--- src/hdl/sector_cache_tag_policy_core_macros.svh ---
// assertion macros for the sector cache tag and replacement core
`ifndef SECTOR_CACHE_TAG_POLICY_CORE_MACROS_SVH
`define SECTOR_CACHE_TAG_POLICY_CORE_MACROS_SVH

// same-cycle implication, held off during reset
`define SCTP_ASSERT_SAME(label, clk, rst_n, ante, cons, msg) \
    label: assert property (@(posedge clk) disable iff (!rst_n) (ante) |-> (cons)) \
        else $error(msg);

// next-cycle implication, held off during reset
`define SCTP_ASSERT_NEXT(label, clk, rst_n, ante, cons, msg) \
    label: assert property (@(posedge clk) disable iff (!rst_n) (ante) |=> (cons)) \
        else $error(msg);

`endif

--- src/hdl/sctp_pkg.sv ---
`timescale 1ns / 1ps
`default_nettype none

package sctp_pkg;

    // cache geometry
    localparam int ENTRIES = 64;
    localparam int IDX_W   = $clog2(ENTRIES);
    localparam int LBA_W   = 32;
    localparam int SLOT_W  = 6;

    // request kinds
    typedef enum logic [1:0] {
        REQ_READ  = 2'd0,
        REQ_WRITE = 2'd1,
        REQ_FILL  = 2'd2
    } req_kind_t;

    // sequencer states
    typedef enum logic [1:0] {
        ST_IDLE,
        ST_SCAN,
        ST_RESP
    } state_t;

endpackage

`default_nettype wire

--- src/hdl/sctp_ram.sv ---
`timescale 1ns / 1ps
`default_nettype none

module sctp_ram #(
    parameter int WIDTH = 32,
    parameter int DEPTH = 64,
    localparam int ADDR_W = $clog2(DEPTH)
) (
    input  wire logic              clk,
    input  wire logic              we,
    input  wire logic [ADDR_W-1:0] waddr,
    input  wire logic [WIDTH-1:0]  wdata,
    input  wire logic              re,
    input  wire logic [ADDR_W-1:0] raddr,
    output logic      [WIDTH-1:0]  rdata
);

    logic [WIDTH-1:0] mem_reg [DEPTH];
    logic [WIDTH-1:0] rdata_reg;

    // single write port, registered read port
    always_ff @(posedge clk)
    begin
        if (we)
        begin
            mem_reg[waddr] <= wdata;
        end
        if (re)
        begin
            rdata_reg <= mem_reg[raddr];
        end
    end

    assign rdata = rdata_reg;

endmodule

`default_nettype wire

--- src/hdl/sector_cache_tag_policy_core.sv ---
// channel  | valid     | stall     | payload
// ---------+-----------+-----------+---------------------------------------------
// request  | req_valid | req_stall | req_type, lba, fill_ok, last_in_request
// response | rsp_valid | rsp_stall | hit, slot, fetch_needed, fill_applied,
//          |           |           | stray_fill, last_of_request
//
// read or write request: one tag per cycle is compared through the tag ram read port;
// a hit stops the scan at the lowest matching slot, a miss scans all ENTRIES slots;
// fill report and unused request kinds skip the scan and go straight to the response state
// rst_n clears valid bits, hand and pending miss at once; the tag ram is not cleared
// req_stall is high from acceptance until the response enters the output register;
// a held response on rsp_stall does not block the next request
`timescale 1ns / 1ps
`default_nettype none
`include "sector_cache_tag_policy_core_macros.svh"

module sector_cache_tag_policy_core (
    input  wire logic                         clk,
    input  wire logic                         rst_n,
    input  wire logic                         req_valid,
    output logic                              req_stall,
    input  wire logic [1:0]                   req_type,
    input  wire logic [sctp_pkg::LBA_W-1:0]   lba,
    input  wire logic                         fill_ok,
    input  wire logic                         last_in_request,
    output logic                              rsp_valid,
    input  wire logic                         rsp_stall,
    output logic                              hit,
    output logic      [sctp_pkg::SLOT_W-1:0]  slot,
    output logic                              fetch_needed,
    output logic                              fill_applied,
    output logic                              stray_fill,
    output logic                              last_of_request
);

    localparam logic [sctp_pkg::IDX_W-1:0] LAST_IDX = sctp_pkg::IDX_W'(sctp_pkg::ENTRIES - 1);

    sctp_pkg::state_t state_reg, state_next;

    // request context
    logic [sctp_pkg::LBA_W-1:0] addr_reg, addr_next;
    logic                       is_read_reg, is_read_next;

    // scan pipeline: issue stage reads the ram, compare stage checks the tag
    logic [sctp_pkg::IDX_W-1:0] issue_idx_reg, issue_idx_next;
    logic                       issue_done_reg, issue_done_next;
    logic                       cmp_busy_reg, cmp_busy_next;
    logic [sctp_pkg::IDX_W-1:0] cmp_idx_reg, cmp_idx_next;

    // cache state
    logic [sctp_pkg::ENTRIES-1:0] valid_reg, valid_next;
    logic [sctp_pkg::IDX_W-1:0]   hand_reg, hand_next;
    logic                         pend_valid_reg, pend_valid_next;
    logic [sctp_pkg::IDX_W-1:0]   pend_slot_reg, pend_slot_next;
    logic [sctp_pkg::LBA_W-1:0]   pend_addr_reg, pend_addr_next;

    // finished result waiting for the output register
    logic                        res_hit_reg, res_hit_next;
    logic [sctp_pkg::SLOT_W-1:0] res_slot_reg, res_slot_next;
    logic                        res_fetch_reg, res_fetch_next;
    logic                        res_applied_reg, res_applied_next;
    logic                        res_stray_reg, res_stray_next;
    logic                        res_last_reg, res_last_next;

    // output register
    logic                        rsp_valid_reg, rsp_valid_next;
    logic                        hit_reg, hit_next;
    logic [sctp_pkg::SLOT_W-1:0] slot_reg, slot_next;
    logic                        fetch_reg, fetch_next;
    logic                        applied_reg, applied_next;
    logic                        stray_reg, stray_next;
    logic                        last_out_reg, last_out_next;

    // tag ram port signals
    logic                       ram_we;
    logic [sctp_pkg::IDX_W-1:0] ram_waddr;
    logic [sctp_pkg::LBA_W-1:0] ram_wdata;
    logic                       ram_re;
    logic [sctp_pkg::LBA_W-1:0] ram_rdata;

    logic                       req_accept;
    logic                       out_free;
    logic                       cmp_match;
    logic                       cmp_end;
    logic [sctp_pkg::IDX_W-1:0] victim;

    sctp_ram #(
        .WIDTH (sctp_pkg::LBA_W),
        .DEPTH (sctp_pkg::ENTRIES)
    ) u_tag_ram (
        .clk   (clk),
        .we    (ram_we),
        .waddr (ram_waddr),
        .wdata (ram_wdata),
        .re    (ram_re),
        .raddr (issue_idx_reg),
        .rdata (ram_rdata)
    );

    // handshake and compare terms
    assign req_stall  = (state_reg != sctp_pkg::ST_IDLE);
    assign req_accept = req_valid && !req_stall;
    assign out_free   = !rsp_valid_reg || !rsp_stall;
    assign cmp_match  = cmp_busy_reg && valid_reg[cmp_idx_reg] && (ram_rdata == addr_reg);
    assign cmp_end    = cmp_busy_reg && (cmp_idx_reg == LAST_IDX);
    assign victim     = (hand_reg == LAST_IDX) ? '0 : hand_reg + sctp_pkg::IDX_W'(1);

    // next state
    always_comb
    begin
        state_next = state_reg;
        unique case (state_reg)
            sctp_pkg::ST_IDLE:
            begin
                if (req_accept)
                begin
                    if (req_type == sctp_pkg::REQ_READ || req_type == sctp_pkg::REQ_WRITE)
                    begin
                        state_next = sctp_pkg::ST_SCAN;
                    end
                    else
                    begin
                        state_next = sctp_pkg::ST_RESP;
                    end
                end
            end
            sctp_pkg::ST_SCAN:
            begin
                if (cmp_match || cmp_end)
                begin
                    state_next = sctp_pkg::ST_RESP;
                end
            end
            sctp_pkg::ST_RESP:
            begin
                if (out_free)
                begin
                    state_next = sctp_pkg::ST_IDLE;
                end
            end
            default:
            begin
                state_next = sctp_pkg::ST_IDLE;
            end
        endcase
    end

    // datapath and outputs
    always_comb
    begin
        addr_next        = addr_reg;
        is_read_next     = is_read_reg;
        issue_idx_next   = issue_idx_reg;
        issue_done_next  = issue_done_reg;
        cmp_busy_next    = cmp_busy_reg;
        cmp_idx_next     = cmp_idx_reg;
        valid_next       = valid_reg;
        hand_next        = hand_reg;
        pend_valid_next  = pend_valid_reg;
        pend_slot_next   = pend_slot_reg;
        pend_addr_next   = pend_addr_reg;
        res_hit_next     = res_hit_reg;
        res_slot_next    = res_slot_reg;
        res_fetch_next   = res_fetch_reg;
        res_applied_next = res_applied_reg;
        res_stray_next   = res_stray_reg;
        res_last_next    = res_last_reg;
        rsp_valid_next   = rsp_valid_reg && rsp_stall;
        hit_next         = hit_reg;
        slot_next        = slot_reg;
        fetch_next       = fetch_reg;
        applied_next     = applied_reg;
        stray_next       = stray_reg;
        last_out_next    = last_out_reg;
        ram_we           = 1'b0;
        ram_waddr        = victim;
        ram_wdata        = addr_reg;
        ram_re           = 1'b0;

        unique case (state_reg)
            sctp_pkg::ST_IDLE:
            begin
                if (req_accept)
                begin
                    addr_next        = lba;
                    is_read_next     = (req_type == sctp_pkg::REQ_READ);
                    issue_idx_next   = '0;
                    issue_done_next  = 1'b0;
                    cmp_busy_next    = 1'b0;
                    res_hit_next     = 1'b0;
                    res_slot_next    = '0;
                    res_fetch_next   = 1'b0;
                    res_applied_next = 1'b0;
                    res_stray_next   = 1'b0;
                    res_last_next    = last_in_request;
                    unique case (req_type) inside
                        sctp_pkg::REQ_READ, sctp_pkg::REQ_WRITE:
                        begin
                            // tag scan follows
                        end
                        sctp_pkg::REQ_FILL:
                        begin
                            // fill report settles the pending read miss, or is flagged stray if none is pending
                            if (pend_valid_reg)
                            begin
                                res_slot_next   = sctp_pkg::SLOT_W'(pend_slot_reg);
                                pend_valid_next = 1'b0;
                                if (fill_ok)
                                begin
                                    ram_we                    = 1'b1;
                                    ram_waddr                 = pend_slot_reg;
                                    ram_wdata                 = pend_addr_reg;
                                    valid_next[pend_slot_reg] = 1'b1;
                                    res_applied_next          = 1'b1;
                                end
                            end
                            else
                            begin
                                res_stray_next = 1'b1;
                            end
                        end
                        default:
                        begin
                            // unused kind: no cache state change
                        end
                    endcase
                end
            end
            sctp_pkg::ST_SCAN:
            begin
                // issue stage
                if (!issue_done_reg)
                begin
                    ram_re         = 1'b1;
                    cmp_busy_next  = 1'b1;
                    cmp_idx_next   = issue_idx_reg;
                    issue_idx_next = issue_idx_reg + sctp_pkg::IDX_W'(1);
                    if (issue_idx_reg == LAST_IDX)
                    begin
                        issue_done_next = 1'b1;
                    end
                end
                else
                begin
                    cmp_busy_next = 1'b0;
                end

                // compare stage: lowest matching slot ends the scan
                if (cmp_match)
                begin
                    res_hit_next  = 1'b1;
                    res_slot_next = sctp_pkg::SLOT_W'(cmp_idx_reg);
                    cmp_busy_next = 1'b0;
                end
                else if (cmp_end)
                begin
                    // miss: advance the hand to the victim
                    hand_next     = victim;
                    res_slot_next = sctp_pkg::SLOT_W'(victim);
                    cmp_busy_next = 1'b0;
                    if (is_read_reg)
                    begin
                        res_fetch_next  = 1'b1;
                        pend_valid_next = 1'b1;
                        pend_slot_next  = victim;
                        pend_addr_next  = addr_reg;
                    end
                    else
                    begin
                        ram_we             = 1'b1;
                        ram_waddr          = victim;
                        ram_wdata          = addr_reg;
                        valid_next[victim] = 1'b1;
                    end
                end
            end
            sctp_pkg::ST_RESP:
            begin
                // move the result into the output register
                if (out_free)
                begin
                    rsp_valid_next = 1'b1;
                    hit_next       = res_hit_reg;
                    slot_next      = res_slot_reg;
                    fetch_next     = res_fetch_reg;
                    applied_next   = res_applied_reg;
                    stray_next     = res_stray_reg;
                    last_out_next  = res_last_reg;
                end
            end
            default:
            begin
            end
        endcase
    end

    // control registers
    always_ff @(posedge clk or negedge rst_n)
    begin
        if (!rst_n)
        begin
            state_reg      <= sctp_pkg::ST_IDLE;
            issue_done_reg <= 1'b0;
            cmp_busy_reg   <= 1'b0;
            valid_reg      <= '0;
            hand_reg       <= '0;
            pend_valid_reg <= 1'b0;
            pend_slot_reg  <= '0;
            pend_addr_reg  <= '0;
            rsp_valid_reg  <= 1'b0;
        end
        else
        begin
            state_reg      <= state_next;
            issue_done_reg <= issue_done_next;
            cmp_busy_reg   <= cmp_busy_next;
            valid_reg      <= valid_next;
            hand_reg       <= hand_next;
            pend_valid_reg <= pend_valid_next;
            pend_slot_reg  <= pend_slot_next;
            pend_addr_reg  <= pend_addr_next;
            rsp_valid_reg  <= rsp_valid_next;
        end
    end

    // payload registers
    always_ff @(posedge clk)
    begin
        addr_reg        <= addr_next;
        is_read_reg     <= is_read_next;
        issue_idx_reg   <= issue_idx_next;
        cmp_idx_reg     <= cmp_idx_next;
        res_hit_reg     <= res_hit_next;
        res_slot_reg    <= res_slot_next;
        res_fetch_reg   <= res_fetch_next;
        res_applied_reg <= res_applied_next;
        res_stray_reg   <= res_stray_next;
        res_last_reg    <= res_last_next;
        hit_reg         <= hit_next;
        slot_reg        <= slot_next;
        fetch_reg       <= fetch_next;
        applied_reg     <= applied_next;
        stray_reg       <= stray_next;
        last_out_reg    <= last_out_next;
    end

    assign rsp_valid       = rsp_valid_reg;
    assign hit             = hit_reg;
    assign slot            = slot_reg;
    assign fetch_needed    = fetch_reg;
    assign fill_applied    = applied_reg;
    assign stray_fill      = stray_reg;
    assign last_of_request = last_out_reg;

    // checks
    `SCTP_ASSERT_SAME(a_fill_flags_alone, clk, rst_n,
        rsp_valid && (fill_applied || stray_fill), !hit && !fetch_needed,
        "fill response carries lookup flags")
    `SCTP_ASSERT_SAME(a_stray_slot_zero, clk, rst_n,
        rsp_valid && stray_fill, slot == '0 && !fill_applied,
        "stray fill with nonzero slot")
    `SCTP_ASSERT_SAME(a_cmp_in_scan, clk, rst_n,
        cmp_busy_reg, state_reg == sctp_pkg::ST_SCAN,
        "tag compare active outside scan")
    `SCTP_ASSERT_NEXT(a_fetch_pending, clk, rst_n,
        state_reg == sctp_pkg::ST_RESP && out_free && res_fetch_reg, pend_valid_reg,
        "read miss left no pending fill")

endmodule

`default_nettype wire

--- config.mk ---
export PLATFORM = sky130hd
export DESIGN_NAME = sector_cache_tag_policy_core
export DESIGN_NICKNAME = d
export VERILOG_FILES = /design/src/hdl/sctp_pkg.sv /design/src/hdl/sctp_ram.sv /design/src/hdl/sector_cache_tag_policy_core.sv
export VERILOG_INCLUDE_DIRS = /design/src /design/src/hdl
export SDC_FILE = /design/constraint.sdc
export NUM_CORES = 2
export LEC_CHECK = 0
export ABC_CLOCK_PERIOD_IN_PS = 6870
export BUFFER_PORTS_ARGS = -buffer_cell sky130_fd_sc_hd__buf_2
export CORE_AREA = 2 2 475 477
export DETAILED_ROUTE_END_ITERATION = 7
export DIE_AREA = 0 0 477 479
export GPL_TIMING_DRIVEN = 0
export PLACE_DENSITY = 0.64
export SLEW_MARGIN = 20
export SYNTH_ARGS = -nofsm -noshare
export SYNTH_HDL_FRONTEND = slang
export SYNTH_HIERARCHICAL = 1
export SYNTH_SLANG_ARGS = --single-unit
--- constraint.sdc ---
create_clock -name clk -period 6.87 [get_ports clk]
set_clock_uncertainty 0.05 [all_clocks]
set_input_delay 0 -clock clk [delete_from_list [all_inputs] [get_ports clk]]
set_output_delay 0 -clock clk [all_outputs]
set_load 0.005 [all_outputs]
; ---- Word level (Yosys, flattened, before mapping)
; Memories as Yosys holds them, arrays and structs flattened. A register that Yosys moved wholly into a read port is not among the register bits.
; Index checks and enable logic that the tools add are counted.
[totals]
romBits = 0
latch_bits = 0
wordCells = 158
out_inout_bits = 13
mem_count = 1
regBits = 181
ramBits = 2048
input_bits = 40
[mem_list]
columns = memory, words, width, rd, rd_ports_with_merged_regs, write_ports, line
row1 = u_tag_ram.mem_reg, 64, 32, 1, 1, 1, sctp_ram.sv:18  ; logic [WIDTH-1:0] mem_reg [DEPTH];
[classes]
mul = 0
reduce_logical = 30
add_sub_neg = 2
order_cmp = 5
shifts = 0
bitwise = 4
n_div = 0
n_eq_ne = 21
n_mux = 70
[op_table]
columns = op, count
row1 = 64-bit 2-to-1 mux, 7
row2 = 32-bit 2-to-1 mux, 5
row3 = 64-bit OR, 2
row4 = 64-bit case mux with 2 select lines, 1
row5 = 6-bit 2-to-1 mux, 13
row6 = 32-bit equality test, 1
row7 = 1-bit 2-to-1 mux, 28
row8 = "2-bit != test, second input constant", 12
row9 = 6-bit case mux with 2 select lines, 2
row10 = "6-bit by 7-bit less-than comparator with 1-bit output, second input constant", 3
row11 = "6-bit equality test, second input constant", 3
row12 = 3-bit AND reduction, 5
row13 = "6-bit by 1-bit adder with 6-bit output, second input constant", 2
row14 = 1-bit demux with 6-bit select, 2
row15 = "6-bit by 1-bit greater-or-equal comparator with 1-bit output, second input constant", 2
row16 = 1-bit case mux with 2 select lines, 6
row17 = 2-bit 2-to-1 mux, 4
row18 = 2-bit AND reduction, 4
row19 = 8-bit AND reduction, 1
row20 = 1-bit logical AND, 7
row21 = 1-bit binary-select mux with 6-bit select, 1
row22 = 2-bit case mux with 3 select lines, 1
row23 = 6-bit AND reduction, 1
row24 = 5-bit AND reduction, 1
row25 = other kinds (9), 18

; ---- Logic depth before layout (Yosys ltp)
[logic_depth]
depth_word = 11
ltp_mapped = 14
mapped_depth_nobuf = 9

; ---- By module
; The synthesis kept the hierarchy.
[modules_own_cells]
columns = module, n_inst, seq_area_each_um2, area_per_inst_um2, cells_each
row1 = sctp_ram, 1, 62459.9, 79359.9, 3511
row2 = sector_cache_tag_policy_core, 1, 4864.7, 9749.4, 880

; ---- Worst setup path after synthesis
; No wires, ideal clock.
[synth_timing]
kind = flip-flop to flip-flop
from = register state_reg[0]
to = memory u_tag_ram.mem_reg[28][0] (enable)
slack_ns = 1.599
synth_period_minus_slack_ns = 5.271
path_stages_with_launch = 13
setup_time_ns = 0.421
path_buffers = 4
t_arrival_ns = 4.799
required_ns = 6.399
cell_sequence = dfrtp_1 -> nor2_1 -> nand2_1 -> inv_1 -> and2_1 -> clkbuf_1 -> clkbuf_1 -> o21ai_0 -> clkbuf_1 -> or3b_2 -> or2_2 -> clkbuf_1 -> nor2_1
[synth_via]
elab_cells_between_ends = 11
cone_classes = eq/ne: 1 / mux: 6 / reduce/logical: 4
[synth_rtl]
columns = element, line
row1 = start: declaration, sector_cache_tag_policy_core.sv:38  ; sctp_pkg::state_t state_reg, state_next;
row2 = start signal: assignment, sector_cache_tag_policy_core.sv:302  ; state_reg <= sctp_pkg::ST_IDLE;
row3 = start signal: assignment, sector_cache_tag_policy_core.sv:314  ; state_reg <= state_next;
row4 = 2-bit nonzero test, sector_cache_tag_policy_core.sv:101  ; assign req_stall = (state_reg != sctp_pkg::ST_IDLE);
row5 = 1-bit zero test, sector_cache_tag_policy_core.sv:102  ; assign req_accept = req_valid && !req_stall;
row6 = 1-bit logical AND, sector_cache_tag_policy_core.sv:102
row7 = 6-bit 2-to-1 mux, sector_cache_tag_policy_core.sv:183  ; if (req_accept)
row8 = 6-bit 2-to-1 mux (*), n/a
row9 = named net ram_waddr (one bit), sector_cache_tag_policy_core.sv:76  ; logic [sctp_pkg::IDX_W-1:0] ram_waddr;
row10 = end: declaration, sctp_ram.sv:18
; The timed path passes the listed nets; every way through them passes the cells marked *.

; ---- Worst setup path after layout
[layout_timing]
from = register state_reg[0]
to = memory u_tag_ram.mem_reg[4][17] (enable)
; Same word-level chain as after synthesis.

==> flow_summary.toml <==
[critical_path]
cp_max_fo = 32
crit_buf_inv = 7
crit_arrival_ns = 7.07
endpoint_kind = "flip-flop"
path_delay_family = "buffers and inverters"
required_ns = 7.38
timing_worst_setup_path_type = "flip-flop to flip-flop"
crit_path_max_incr_delay_ns = 0.75
cpMostUsedCell = "clkbuf_1"
cp_slowest_cell = "nor2_4"
cp-start-kind = "flip-flop"
cp_cell_sequence = "nor2_1, nand2_1, inv_2, buf_12, and2_1, clkbuf_1, clkbuf_1, o21ai_0, clkbuf_1, or3b_2, or2_2, clkbuf_1, nor2_4, buf_12"

[clocking]
cts_max_level = 4
cts.sinks = 2261
hold_buffers = 78
cts.clk_slew.worst_paths_ns = 0.06
clockBufferDepth = 3
insertion_delay_ns = 0.89
cts_made_buffers = 223
cts_tree = "built"
root_buffer = "clkbuf_16"
post_cts_buffers = 0
cts_resized = 0

[timing]
min_period_over_period_pct = 95.6
finalSetupViolations = 0
setup_tns_ns = 0
maxSlewHeadroom_pct = 10.9
fin_crit_ns = 6.57
report.final.slew_viol_count = 0
max_freq_ghz = 0.152
finalHoldViolations = 0
rsz0062_at_grt = "false"
fin_ws_ns = 0.302
worst-slew-pin-transition_ns = 1.32

[finish]
syn_to_final_growth_pct = 17.0
final_cells = 8051
nFillCells = 18374
final_area_mm2 = 0.104
nets = 4904
drive_gt1_share_pct = 24.5
final_common_cell = "edfxtp_1"
final_cell_mix = "2147 x edfxtp_1, 462 x mux4_2, 224 x clkbuf_16"
largest_register_ffs = 2048

[synth]
syn_nets = 4433
ys.flop_type = "edfxtp_1"
synth.distinct_cells = 75
avgSynthCellArea_um2 = 20.3
yosys.area.top_type_share_pct = 72.4
async_reset_ff_share_pct = 5.04
yosysSeqAreaShare_pct = 75.6
synth_top_area_cell = "edfxtp_1"
yosys_warnings = 6
synth_area_leaders = "edfxtp_1 72%, mux4_2 12%, dfrtp_1 3.2%"
netlist_area_mm2 = 0.0891
ys_ff_latch = 2261
netlist_instances = 4391
synth_edf_count = 2147

[routing]
drc = 0
drt_wl_total_um = 263000
avgRoutedWirePerCell_um = 32.7
vias = 48925
vias_per_cell = 6.08
dr.pass1.iters = 5
postRouteAntennaNets = 0
drtIter0Drc = 6731

[place]
port_buffers = 52
place.gp.congestion = 0.942
dpl-instance-area_mm2 = 0.0964
post-place-ws_ns = 0.362
dp_cells = 7551
hpwlAfterDp_um = 175000

[die]
rows = 174
die_w_um = 477
ios = 53
start_util_pct = 39.9
die_h_um = 479
dieArea_mm2 = 0.228
design.core.area_mm2 = 0.224

[global_routing]
grt_pass1_wl_um = 368000
grt_overflow = 0
gr-usage-all-layers_pct = 22.7
antenna_found_initial = 14
grt_max_degree = 68
grt_pass1_vias = 47873

[power]
power.density_mw_per_mm2 = 388
p_leak_nw = 33.0
ir_worst_vdd_v = 0.000295

[worst_hold_path]
hp-class = "input port to flip-flop"

[status]
outcome = "finished, final reports clean"

[flow_run]
drv_cap = 0
==> through the flow <==
step	util (%)	power, mW	hold slack (ns)
2_1_floorplan	-	23.4	-0.346
3_3_place_gp	41.6	28.4	0.130
3_5_place_dp	43.1	28.7	0.0172
4_1_cts	46.6	40.3	0.00201
5_1_grt	46.6	41.5	0.0842
6_report	46.6	40.4	0.0468
==> power breakdown <==
| group | total (mW) | switching, mW | internal, mW | leakage [nW] |
|---|---|---|---|---|
| sequential | 16.2 | 0.253 | 16.0 | 20.8 |
| clock | 11.7 | 5.20 | 6.49 | 3.43 |
| combinational | 12.5 | 8.19 | 4.30 | 8.72 |
==> synthesized netlist by cell type, types with 24 or more instances <==
cell type     n
buf_6        33
edfxtp_1   2147
o32ai_1      64
and2_1       51
buf_4        30
dfrtp_1     114
mux2i_1     194
mux2_2       33
a22oi_1     127
nand3_1      67
nor2_1      113
buf_2        58
mux4_2      462
nand2_1     174
a221o_1      45
o22ai_1      43
xnor2_1      29
o21ai_0      37
clkbuf_1    137
nand2b_1     24
a21oi_1      33
nand3b_1     30
==> cells by family (layout without fill, tap and decap cells) <==
| kind of cell | after synthesis | in the layout | synth area share, % |
|---|---|---|---|
| and+or+nand+nor | 569 | 569 | 3.18 |
| buffers and inverters | 292 | 953 | 1.84 |
| muxes | 698 | 698 | 14.4 |
| AOI/OAI and AO/OA | 530 | 530 | 4.60 |
| DFF | 2261 | 2261 | 75.6 |
| other | 0 | 7 | 0 |
| xor gates and xnor gates | 39 | 39 | 0.383 |
| adders and majority gates | 2 | 2 | 0.0281 |
==> per-layer routing <==
layer	wire length (um)	GRT usage (%)	up-vias	part of all wire (%)
met1	102000	30.8	26029	39
li1	-	-	19386	-
met2	121000	35.2	2958	46
met4	11600	9.03	10	4.4
met3	28600	5.70	542	11
met5	62	0	-	0.024
==> cell type report <==
type,count,area (um2),share of cell area (%)
flip-flops and latches,2261,67300,64.6
multi-input cells,1838,20900,20.0
clock buffers,277,5850,5.62
well taps,2992,3740,3.59
repair buffers,246,3670,3.52
plain buffers,279,1600,1.53
clock inverters,138,1110,1.07
inverters,13,48.8,0.0468
diodes,7,17.5,0.0168
==> tightest hold or removal path, stage by stage <==
cell and delay (ns):
dlygate4sd3_1 0.53, buf_2 0.13, nand2b_1 0.12, o21ai_0 0.08, nand2_1 0.07
==> worst paths after layout <==
path,end,cells after the start,slack (ns),startpoint
max,u_tag_ram/mem_reg[4][17],14,0.30,state_reg[0]
min,pend_valid_reg,5,0.05,req_type[0]
min reg2reg,slot[5],0,0.37,res_slot_reg[5]
min in group asynchronous,pend_valid_reg,4,0.18,rst_n
max in group asynchronous,valid_reg[24],4,6.19,rst_n
max reg2reg,u_tag_ram/mem_reg[4][17],14,0.30,state_reg[0]
No activity file was read; power rests on OpenSTA's default activity.
